--- src/sv/kped_pkg.sv ---
// Shared types and constants for the key press event detector.
// No dependencies; imported by every module of the block.
package kped_pkg;

  localparam int unsigned KeyW   = 4;
  localparam int unsigned TickW  = 32;
  localparam int unsigned CfgW   = 16;
  localparam int unsigned EventW = 3;
  localparam int unsigned AddrW  = 4;
  localparam int unsigned DataW  = 32;

  localparam logic [KeyW-1:0] KEYS_IDLE = 4'hF;

  localparam logic [CfgW-1:0] DEBOUNCE_RST = 16'd20;
  localparam logic [CfgW-1:0] CLICK_MAX_RST = 16'd1000;
  localparam logic [CfgW-1:0] DOUBLE_RST = 16'd300;

  // Register indexes, taken from paddr[3:2].
  typedef enum logic [1:0] {
    REG_DEBOUNCE  = 2'd0,
    REG_CLICK_MAX = 2'd1,
    REG_DOUBLE    = 2'd2,
    REG_UNUSED    = 2'd3
  } reg_idx_t;

  typedef enum logic [EventW-1:0] {
    EV_NONE     = 3'd0,
    EV_LONG     = 3'd1,
    EV_LONG_UP  = 3'd2,
    EV_DOUBLE   = 3'd3,
    EV_SHORT_UP = 3'd4
  } event_t;

  typedef struct packed {
    logic [CfgW-1:0] debounce_ticks;
    logic [CfgW-1:0] click_max_ticks;
    logic [CfgW-1:0] double_click_ticks;
  } cfg_t;

  typedef struct packed {
    event_t          event_res;
    logic [KeyW-1:0] held_keys;
  } result_t;

  typedef struct packed {
    logic pressed;
    logic wait_release;
  } core_stat_t;

endpackage

--- src/sv/kped_cfg.sv ---
// APB-style configuration registers of the key press event detector.
// Depends on kped_pkg.
module kped_cfg
  import kped_pkg::*;
(
  input  logic             clk,
  input  logic             rst_n,
  input  logic             psel,
  input  logic             penable,
  input  logic             pwrite,
  input  logic [AddrW-1:0] paddr,
  input  logic [DataW-1:0] pwdata,
  output logic [DataW-1:0] prdata,
  output logic             pready,
  output cfg_t             cfg
);

  cfg_t     cfg_r;
  reg_idx_t idx;
  logic     wr_en;

  assign idx    = reg_idx_t'(paddr[3:2]);
  assign wr_en  = psel && penable && pwrite;
  assign pready = 1'b1;
  assign cfg    = cfg_r;

  always_ff @(posedge clk) begin
    if (!rst_n) begin
      cfg_r.debounce_ticks     <= DEBOUNCE_RST;
      cfg_r.click_max_ticks    <= CLICK_MAX_RST;
      cfg_r.double_click_ticks <= DOUBLE_RST;
    end else if (wr_en) begin
      unique case (idx)
        REG_DEBOUNCE:  cfg_r.debounce_ticks     <= pwdata[CfgW-1:0];
        REG_CLICK_MAX: cfg_r.click_max_ticks    <= pwdata[CfgW-1:0];
        REG_DOUBLE:    cfg_r.double_click_ticks <= pwdata[CfgW-1:0];
        default: ;
      endcase
    end
  end

  always_comb begin
    unique case (idx)
      REG_DEBOUNCE:  prdata = {{(DataW-CfgW){1'b0}}, cfg_r.debounce_ticks};
      REG_CLICK_MAX: prdata = {{(DataW-CfgW){1'b0}}, cfg_r.click_max_ticks};
      REG_DOUBLE:    prdata = {{(DataW-CfgW){1'b0}}, cfg_r.double_click_ticks};
      default:       prdata = '0;
    endcase
  end

endmodule

--- src/sv/kped_core.sv ---
// Press tracking state and event decision for one scan request.
// Depends on kped_pkg.
module kped_core
  import kped_pkg::*;
(
  input  logic             clk,
  input  logic             rst_n,
  input  logic             push,
  input  logic [KeyW-1:0]  keys_n,
  input  logic [TickW-1:0] now_ticks,
  input  cfg_t             cfg,
  output result_t          res,
  output core_stat_t       stat
);

  logic [TickW-1:0] press_start_r, press_start_nxt;
  logic [TickW-1:0] click_start_r, click_start_nxt;
  logic [TickW-1:0] last_click_r, last_click_nxt;
  logic [KeyW-1:0]  captured_r, captured_nxt;
  logic             pressed_r, pressed_nxt;
  logic             wait_r, wait_nxt;
  logic             double_r, double_nxt;
  logic             pending_r, pending_nxt;

  logic [TickW-1:0] held, since_last, since_click;
  logic [TickW-1:0] deb_x, cmax_x, dbl_x;
  event_t           ev;

  assign deb_x  = {{(TickW-CfgW){1'b0}}, cfg.debounce_ticks};
  assign cmax_x = {{(TickW-CfgW){1'b0}}, cfg.click_max_ticks};
  assign dbl_x  = {{(TickW-CfgW){1'b0}}, cfg.double_click_ticks};

  assign held       = now_ticks - press_start_r;
  assign since_last = now_ticks - last_click_r;

  always_comb begin
    press_start_nxt = press_start_r;
    click_start_nxt = click_start_r;
    last_click_nxt  = last_click_r;
    captured_nxt    = captured_r;
    pressed_nxt     = pressed_r;
    wait_nxt        = wait_r;
    double_nxt      = double_r;
    pending_nxt     = pending_r;
    since_click     = '0;
    ev              = EV_NONE;

    if (!(wait_r && keys_n == captured_r)) begin
      if (wait_r) begin
        wait_nxt = 1'b0;
        ev       = EV_LONG_UP;
      end
      if (keys_n != KEYS_IDLE) begin
        if (!pressed_r) begin
          pressed_nxt     = 1'b1;
          captured_nxt    = keys_n;
          press_start_nxt = now_ticks;
        end else if (captured_r == keys_n) begin
          if (held > deb_x && held > cmax_x) begin
            pressed_nxt = 1'b0;
            wait_nxt    = 1'b1;
            ev          = EV_LONG;
          end
        end
      end else if (!(pressed_r && held <= deb_x)) begin
        // A press that is still inside the debounce time leaves everything as is.
        if (pressed_r && held <= cmax_x) begin
          if (since_last <= dbl_x) begin
            double_nxt = 1'b1;
            ev         = EV_DOUBLE;
          end else begin
            pending_nxt     = 1'b1;
            double_nxt      = 1'b0;
            click_start_nxt = now_ticks;
          end
          last_click_nxt = now_ticks;
        end
        since_click = now_ticks - click_start_nxt;
        if (pending_nxt && since_click > dbl_x && !double_nxt) begin
          ev          = EV_SHORT_UP;
          pending_nxt = 1'b0;
          double_nxt  = 1'b0;
        end
        pressed_nxt = 1'b0;
      end
    end
  end

  assign res.event_res = ev;
  assign res.held_keys = captured_nxt;

  assign stat.pressed      = pressed_r;
  assign stat.wait_release = wait_r;

  always_ff @(posedge clk) begin
    if (!rst_n) begin
      press_start_r <= '0;
      click_start_r <= '0;
      last_click_r  <= '0;
      captured_r    <= '0;
      pressed_r     <= 1'b0;
      wait_r        <= 1'b0;
      double_r      <= 1'b0;
      pending_r     <= 1'b0;
    end else if (push) begin
      press_start_r <= press_start_nxt;
      click_start_r <= click_start_nxt;
      last_click_r  <= last_click_nxt;
      captured_r    <= captured_nxt;
      pressed_r     <= pressed_nxt;
      wait_r        <= wait_nxt;
      double_r      <= double_nxt;
      pending_r     <= pending_nxt;
    end
  end

endmodule

--- src/sv/kped_skid.sv ---
// Output register with a one-entry skid stage for result requests.
// Depends on kped_pkg.
module kped_skid
  import kped_pkg::*;
(
  input  logic    clk,
  input  logic    rst_n,
  input  logic    push,
  input  result_t push_data,
  output logic    can_push,
  output logic    out_valid,
  input  logic    out_ready,
  output result_t out_data
);

  logic    out_valid_r, skid_valid_r;
  result_t out_r, skid_r;
  logic    pop;

  assign pop       = out_valid_r && out_ready;
  assign can_push  = !skid_valid_r;
  assign out_valid = out_valid_r;
  assign out_data  = out_r;

  always_ff @(posedge clk) begin
    if (!rst_n) begin
      out_valid_r  <= 1'b0;
      skid_valid_r <= 1'b0;
    end else if (!out_valid_r || pop) begin
      if (skid_valid_r) begin
        out_valid_r  <= 1'b1;
        skid_valid_r <= 1'b0;
      end else begin
        out_valid_r <= push;
      end
    end else if (push) begin
      skid_valid_r <= 1'b1;
    end
  end

  always_ff @(posedge clk) begin
    if (!out_valid_r || pop) begin
      out_r <= skid_valid_r ? skid_r : push_data;
    end
    if (push && out_valid_r && !pop) begin
      skid_r <= push_data;
    end
  end

endmodule

--- src/sv/key_press_event_detector.sv ---
// Top level of the key press event detector: configuration, core and output buffer.
// Depends on kped_pkg, kped_cfg, kped_core and kped_skid.
//
//   channel  | handshake             | payload
//   ---------+-----------------------+---------------------------------
//   in       | in_valid / in_ready   | in_keys_n[3:0], in_now_ticks[31:0]
//   out      | out_valid / out_ready | out_event_res[2:0], out_held_keys[3:0]
//   cfg      | psel/penable/pwrite   | paddr[3:0], pwdata, prdata; pready high
//
// Each scan request is decided in the cycle it is accepted; its result is written
// into the result register, or into the skid entry while that register still
// waits. One request can be taken every cycle while in_ready is high. The press
// state registers update at the accepting edge, so the next request sees them at
// once. A two-entry output stage (result register plus skid) keeps in_ready high
// while one result waits; in_ready drops only when both are full. Reset is
// synchronous and restores the register defaults (debounce 20, click maximum
// 1000, double click window 300) and clears all press state.
module key_press_event_detector
  import kped_pkg::*;
(
  input  logic              clk,
  input  logic              rst_n,
  // scan requests
  input  logic              in_valid,
  output logic              in_ready,
  input  logic [KeyW-1:0]   in_keys_n,
  input  logic [TickW-1:0]  in_now_ticks,
  // event results
  output logic              out_valid,
  input  logic              out_ready,
  output logic [EventW-1:0] out_event_res,
  output logic [KeyW-1:0]   out_held_keys,
  // configuration
  input  logic              psel,
  input  logic              penable,
  input  logic              pwrite,
  input  logic [AddrW-1:0]  paddr,
  input  logic [DataW-1:0]  pwdata,
  output logic [DataW-1:0]  prdata,
  output logic              pready
);

  cfg_t       cfg;
  result_t    core_res;
  result_t    out_data;
  core_stat_t core_stat;
  logic       push;

  // A request is taken whenever the skid stage has room.
  assign push = in_valid && in_ready;

  kped_cfg u_cfg (
    .clk     (clk),
    .rst_n   (rst_n),
    .psel    (psel),
    .penable (penable),
    .pwrite  (pwrite),
    .paddr   (paddr),
    .pwdata  (pwdata),
    .prdata  (prdata),
    .pready  (pready),
    .cfg     (cfg)
  );

  kped_core u_core (
    .clk       (clk),
    .rst_n     (rst_n),
    .push      (push),
    .keys_n    (in_keys_n),
    .now_ticks (in_now_ticks),
    .cfg       (cfg),
    .res       (core_res),
    .stat      (core_stat)
  );

  kped_skid u_skid (
    .clk       (clk),
    .rst_n     (rst_n),
    .push      (push),
    .push_data (core_res),
    .can_push  (in_ready),
    .out_valid (out_valid),
    .out_ready (out_ready),
    .out_data  (out_data)
  );

  assign out_event_res = out_data.event_res;
  assign out_held_keys = out_data.held_keys;

`ifndef NO_ASSERTIONS
  // Back pressure only appears when a result is already being shown.
  a_ready_implies_full: assert property (@(posedge clk) disable iff (!rst_n)
    !in_ready |-> out_valid)
    else $error("in_ready low while the result register is empty");

  // After every accepted request the output is valid in the following cycle.
  a_accept_gives_result: assert property (@(posedge clk) disable iff (!rst_n)
    (in_valid && in_ready) |=> out_valid)
    else $error("accepted request did not reach the output");

  // A long press clears the pressed state as it starts waiting for release.
  a_wait_not_pressed: assert property (@(posedge clk) disable iff (!rst_n)
    !(core_stat.pressed && core_stat.wait_release))
    else $error("pressed and wait-for-release both set");
`endif

endmodule

--- config.mk ---
export PLATFORM = sky130hd
export DESIGN_NAME = key_press_event_detector
export DESIGN_NICKNAME = d
export VERILOG_FILES = /design/src/sv/kped_pkg.sv /design/src/sv/kped_cfg.sv /design/src/sv/kped_core.sv /design/src/sv/kped_skid.sv /design/src/sv/key_press_event_detector.sv
export SDC_FILE = /design/constraint.sdc
export NUM_CORES = 1
export LEC_CHECK = 0
export BUFFER_PORTS_ARGS = -buffer_cell sky130_fd_sc_hd__buf_2
export CORE_MARGIN = 2
export CORE_UTILIZATION = 55
export CTS_CLUSTER_DIAMETER = 50
export DETAILED_ROUTE_END_ITERATION = 8
export GPL_TIMING_DRIVEN = 0
export PLACE_DENSITY_LB_ADDON = 0.1
export RECOVER_POWER = 100
export SLEW_MARGIN = 10
export SYNTH_ARGS = -nofsm -noshare
export SYNTH_HDL_FRONTEND = slang
export SYNTH_SLANG_ARGS = --single-unit
--- constraint.sdc ---
create_clock -name clk -period 13.9 [get_ports clk]
set_clock_uncertainty 0.1 [all_clocks]
set_input_delay 3.475 -clock clk [delete_from_list [all_inputs] [get_ports clk]]
set_output_delay 3.475 -clock clk [all_outputs]
set_load 0.05 [all_outputs]
Word-level counts from Yosys, hierarchy flattened
Index checks and enable logic that the tools add are counted.

storage, ports and cells
  register bits after elaboration = 168
  bits of input ports = 79
  output and inout port bits = 42
  logic and storage cells = 106

operators by class
  add/subtract/negate cells = 3
  magnitude comparators = 6
  equality and inequality tests = 6
  muxes and demuxes = 42
  bitwise gates (word level) = 5
  reduce and logical (&&, ||, !) cells = 27

operators with widths
  operator                                                               number
  32-bit two-way mux                                                     5
  32-bit by 16-bit > comparator with 1-bit output                        3
  32-bit by 16-bit less-or-equal comparator with 1-bit output            3
  32-bit subtractor                                                      3
  16-bit case mux with 3 select lines                                    1
  1-bit two-way mux                                                      22
  3-bit two-way mux                                                      7
  1-bit logical AND                                                      12
  4-bit two-way mux                                                      3
  4-bit equality test                                                    2
  2-bit AND reduction                                                    4
  4-bit AND reduction                                                    2
  7-bit two-way mux                                                      1
  2-bit two-way mux                                                      3
  1-bit NOT                                                              5
  5-bit AND reduction                                                    1
  1-bit logical NOT                                                      4
  4-bit != test, second input constant                                   1
  3-bit AND reduction                                                    1
  2-bit by 1-bit equality test with 1-bit output, second input constant  1
  2-bit equality test, second input constant                             1
  2-bit logical NOT                                                      1
  2-bit by 1-bit != test with 1-bit output, second input constant        1
  2-bit OR reduction                                                     1
  1-bit logical OR                                                       1

Longest topological paths before layout
  word-level depth = 16
  depth in mapped cells = 50
  gate-level depth less buffers = 48

Modules after synthesis
From an unflattened synthesis, not the netlist that was laid out.

unflattened totals
  cells, all modules = 1950
  area total of the unflattened synthesis = 14901.8 um^2

modules (own cells, without submodules)
  module                    times used  cells an instance  area each (um^2)  seq. area each (um^2)
  kped_core                 1           1659               11900.2           2082.0
  kped_cfg                  1           259                2374.8            960.9
  kped_skid                 1           31                 620.6             460.4
  key_press_event_detector  1           1                  6.3               0.0

Worst setup path after synthesis
Ideal clock, no wire load.

  path type = input-to-reg
  start = input port in_now_ticks[0]
  end = register u_skid.out_r, in the netlist u_skid.out_data[6], data pin
  setup time = 0.262 ns
  data arrival time = 12.245 ns
  required time = 13.538 ns
  setup slack = 1.293 ns
  stages on the path = 49
  path buffers = 3
  path through = inv_1 > ha_1 > fa_1 > nor2b_1 > o211ai_1 > a21oi_1 > o21ai_0 > nand2b_1 > a21oi_1 > xnor2_1 > ha_1 > nand4_1 > nor4_1 > nor2_1 > o31ai_1 > o21ai_0 > a211oi_1 > or4bb_1 > (+13 left out) > maj3_1 > o21ai_0 > nor2_1 > or3_1 > o21ai_1 > xnor2_1 > ha_1 > nand4_1 > nor2_1 > o21ai_0 > a21boi_0 > o21a_1 > o21ai_0 > nand4b_1 > a311oi_1 > nand3_1 > o31ai_4 > o31ai_1

between the ends
  word-level cells in the longest chain between the ends = 16
  elaborated cells between the ends (all ways) = 32
  those cells by class = 3 x add/sub; 4 x order compare; 20 x mux; 5 x reduce/logical

RTL lines
  item                                                                            RTL line                          text
  from (decl)                                                                     key_press_event_detector.sv:27    input logic [TickW-1:0] in_now_ticks,
  32-bit subtractor (on tied branches)                                            kped_core.sv:34, kped_core.sv:33
  32-bit by 16-bit less-or-equal comparator with 1-bit output (on tied branches)  kped_core.sv:68, kped_core.sv:67
  32-bit two-way mux or 1-bit logical AND (tied branches)                         kped_core.sv:68, kped_core.sv:67
  32-bit two-way mux                                                              kped_core.sv:67                   if (pressed_r && held <= cmax_x) begin
  32-bit two-way mux                                                              kped_core.sv:65                   end else if (!(pressed_r && held <= deb_x)) begin
  32-bit two-way mux                                                              kped_core.sv:53                   if (keys_n != KEYS_IDLE) begin
  32-bit two-way mux                                                              kped_core.sv:48                   if (!(wait_r && keys_n == captured_r)) begin
  32-bit subtractor                                                               kped_core.sv:78                   since_click = now_ticks - click_start_nxt;
  32-bit by 16-bit > comparator with 1-bit output                                 kped_core.sv:79                   if (pending_nxt && since_click > dbl_x && !double_nxt) begin
  1-bit logical AND (2 in a row)                                                  kped_core.sv:79
  3-bit two-way mux                                                               kped_core.sv:79
  3-bit two-way mux *                                                             kped_core.sv:65
  3-bit two-way mux *                                                             kped_core.sv:53
  3-bit two-way mux *                                                             kped_core.sv:48
  7-bit two-way mux *                                                             kped_skid.sv:43                   out_r <= skid_valid_r ? skid_r : push_data;
  to (signal assigned)                                                            kped_skid.sv:43
  to (decl)                                                                       kped_skid.sv:17                   result_t out_r, skid_r;

Mark *: on every way between the ends. The rest lies on a longest branch, timed or not. The select of a mux whose other input is x is not followed.
A chain may end at the register's enable or synchronous reset.

Worst setup path after layout
  start = input port in_now_ticks[1]
  end = register u_skid.out_r, in the netlist u_skid.out_data[6], data pin

The elaborated chain is that of the path after synthesis.

==> run_results.csv <==
group,metric,value,unit
outcome,status,"complete, no violations",
synth,ys_ff_latch,168,
synth,syn-instance-count,1930,
synth,ys_seq_area_share,23.6,%
detailed_routing,viasPerCell,5.96,
place,place_area,15800,sq um
pwr,ir_drop,72.3,uV
synth,syn_area_per_cell,7.70,sq um
place,io_buffer_count,83,
synth,synth-simple-area-share,21.3,%
cts,cts_buffers,17,
global_route,grt_max_degree,20,
place,preCtsSetupSlack,-1.56,ns
pwr,total_power,1430,uW
synth,async_flop_share,0,%
setup_path,crit_required,14.00,ns
pwr,power_frac_seq,35.2,%
sta,setup_slack,0.508,ns
floorplanning,initial_utilization,55.6,%
setup_path,end_kind,"flip-flop",
floorplanning,rows,60,
pwr,pwr-share-comb,30.0,%
cells_and_area,layout-drive-gt1-share,9.11,%
floorplanning,ios,121,
synth,ys_warn_count,0,
global_route,grt_pass1_vias,13200,
global_route,grt_pass1_wl,70200,microns
cells_and_area,fill_cells,2498,
cells_and_area,num_antenna_cells,0,
cts,clk_latency,0.46,ns
global_route,grt_antenna_before_repair,0,
setup_path,max_stage_delay,0.56,ns
cts,cts_hold_buffers,0,
setup_path,slowest_stage,"o41ai_4",
synth,synth_xor_area_share,4.60,%
pwr,internal-power,904,uW
floorplanning,die_y,168,microns
floorplanning,die_x,168,microns
pwr,power_frac_clock,34.8,%
global_route,grt-ovfl-total,0,
detailed_routing,drt-pass1-iter-count,8,
cells_and_area,post-route-util,61.6,%
sta,timing.fmax,74.7,MHz
cells_and_area,multi_input_area,10500,sq um
detailed_routing,route.detailed.drc,0,
place,dp_cells,2369,
synth,synth_edf_count,14,
place,dp_hpwl,35700,microns
detailed_routing,via_count,14300,
cells_and_area,final_nets,2286,
cells_and_area,syn_to_final_growth,10.8,%
cts,clkSinkCount,168,
cts,path_clk_slew,0.08,ns
synth,syn_area,14900,sq um
synth,synth.area.top_cells,"dfxtp_1 (21%), ha_1 (13%), nand2_1 (8.5%), a21boi_0 (5.5%), mux2i_1 (5.3%)",
sta,setup_viol,0,
cts,cts_tree,"built",
floorplanning,core,26700,sq um
sta,hold_viol,0,
cells_and_area,regArea,3500,sq um
pwr,power_density,87.1,nW/um^2
sta,slew_headroom,19.0,%
setup_path,arrival,13.49,ns
floorplanning,die_area,28400,sq um
synth,synth.top_cells.by_count,"nand2_1 (338), dfxtp_1 (154), ha_1 (154)",
synth,synthAdderAreaFrac,13.5,%
pwr,total_leakage_power,0.00648,uW
pwr,p_switching,531,uW
cts,root_buffer,"clkbuf_16",
synth,yosysUniqueCellTypes,94,
detailed_routing,ant_nets,0,
synth,synth_area_leader_cell,"dfxtp_1",
sta,fin_crit_sh,96.3,%
synth,synth-main-ff-cell,"dfxtp_1",
synth,synth_compound_area_share,24.1,%
pwr,switching_share,37.0,%
setup_path,start_kind,"input port",
synth,post-synth-top-count-cell,"nand2_1",
sta,tightest_slew,1.21,ns
setup_path,worst-path-max-fanout,10,
cells_and_area,fin_cells,2404,
place,place.gp.congestion,0.968,
min_path,hp-class,"flip-flop to flip-flop",
detailed_routing,first_iter_violations,1158,
sta,final_max_slew_viol_count,0,
flow_run,max_cap_violations,0,
setup_path,critPathKind,"input port to flip-flop",
global_route,grt_util_all_layers,31.3,%
cts,clk_path_buf_depth,2,
synth,synth_top_area_share,20.7,%
synth,muxShareOfSynthArea,6.17,%
sta,layout_min_cycle_time,13.39,ns
synth,synth_top_family_by_area,"compound AO/OA/AOI/OAI gates",
detailed_routing,wirelength,44900,microns
detailed_routing,post_drt_wl_per_cell,18.7,microns
cells_and_area,design_area,16500,sq um
cts,htree_levels,4,
==> per-stage QoR <==
| stage | hold WS (ns) | setup TNS [ns] |
|---|---|---|
| after global routing | 0.383 | -0.167 |
| after detailed placement | 0.356 | -7.53 |
| after floorplan | 0.341 | 0 |
| after CTS | 0.366 | 0 |
| final | 0.364 | 0 |
| after global placement | 0.348 | -7.14 |
==> metal layers <==
layer	track usage [%]	wire length (microns)	part of all wire [%]
met2	53.4	20600	46
met5	0	0	0
met1	41.3	20600	46
met3	3.60	2060	4.6
met4	10.3	1600	3.6
==> area by class of cell <==
type                    count  share of cell area, %
flip-flops and latches    168                   21.3
repair buffers             86                   2.57
multi-input cells        1534                   63.7
clock buffers              17                   2.58
clock inverters            15                   1.05
inverters                 137                   3.12
well taps                 341                   2.59
plain buffers             106                   3.09
==> worst paths after layout <==
check	start	end	slack [ns]	cells after the start
max	in_now_ticks[1]	u_skid.out_data[6]	0.51	46
min	u_core.last_click_r[26]	u_core.last_click_r[26]	0.36	2
max reg2reg	u_core.last_click_r[4]	u_skid.out_data[6]	3.47	44
min reg2reg	u_core.last_click_r[26]	u_core.last_click_r[26]	0.36	2
==> critical path: cells and delay by family <==
kind            cells  cell delay [ns]
simple gates       12             2.43
compound gates     20             4.21
xor+xnor            2             0.27
fa+ha+maj           6             2.00
mux                 1             0.20
buf+inv             5             0.88
==> repair_timing <==
action,CTS,global route
setup endpoints to repair,5,5
gates resized for setup,8,19
pin swaps,1,6
setup buffers,1,2
cloned,0,0
==> state kept, by name (all words and copies together), names as in the netlist <==
| name | count |
|---|---|
| u_core.last_click_r | 32 |
| u_core.wait_r | 1 |
| u_skid.out_data | 7 |
| u_core.press_start_r | 32 |
| u_skid.skid_valid_r | 1 |
| u_core.captured_r | 4 |
| u_skid.skid_r | 7 |
| u_core.pending_r | 1 |
| u_core.pressed_r | 1 |
| u_core.click_start_r | 32 |
| u_cfg.cfg | 48 |
| u_core.double_r | 1 |
| u_skid.out_valid | 1 |
==> power by group through the flow <==
stage / registers [uW] / clock network, uW / logic (uW)
2_1_floorplan: 524 / 0 / 295
3_3_place_gp: 516 / 0 / 409
3_5_place_dp: 517 / 0 / 417
4_1_cts: 506 / 502 / 421
5_1_grt: 507 / 519 / 474
6_report: 506 / 499 / 430
==> layout by cell type (no fill, tap or decap), types with 8 or more instances in the layout <==
master and instances:
a211oi_1 17, a21boi_0 108, a21o_1 46, a21oi_1 113, a31oi_1 13, and2_1 8
and3_1 13, buf_2 85, buf_4 21, clkbuf_1 80, clkbuf_16 17, conb_1 17
dfxtp_1 154, edfxtp_1 14, ha_1 154, inv_1 136, mux2_2 8, mux2i_1 78
nand2_1 338, nand2b_1 18, nand3_1 26, nand4_1 32, nor2_1 77, nor2b_1 57
nor3_1 31, nor3b_1 8, nor4_1 11, o211ai_1 21, o21a_1 24, o21ai_0 72
o21ai_1 10, or3_1 13, xnor2_1 47, xor2_1 30
==> kinds of logic (layout without fill, tap and decap cells) <==
logic type | after synthesis | count (layout)
AOI/OAI and AO/OA | 522 | 522
buffers and inverters | 243 | 361
xor gates and xnor gates | 78 | 78
and+or+nand+nor | 668 | 668
adders and majority gates | 159 | 159
DFF | 168 | 168
muxes | 90 | 90
other | 2 | 17
(Power assumes the default switching activity.)
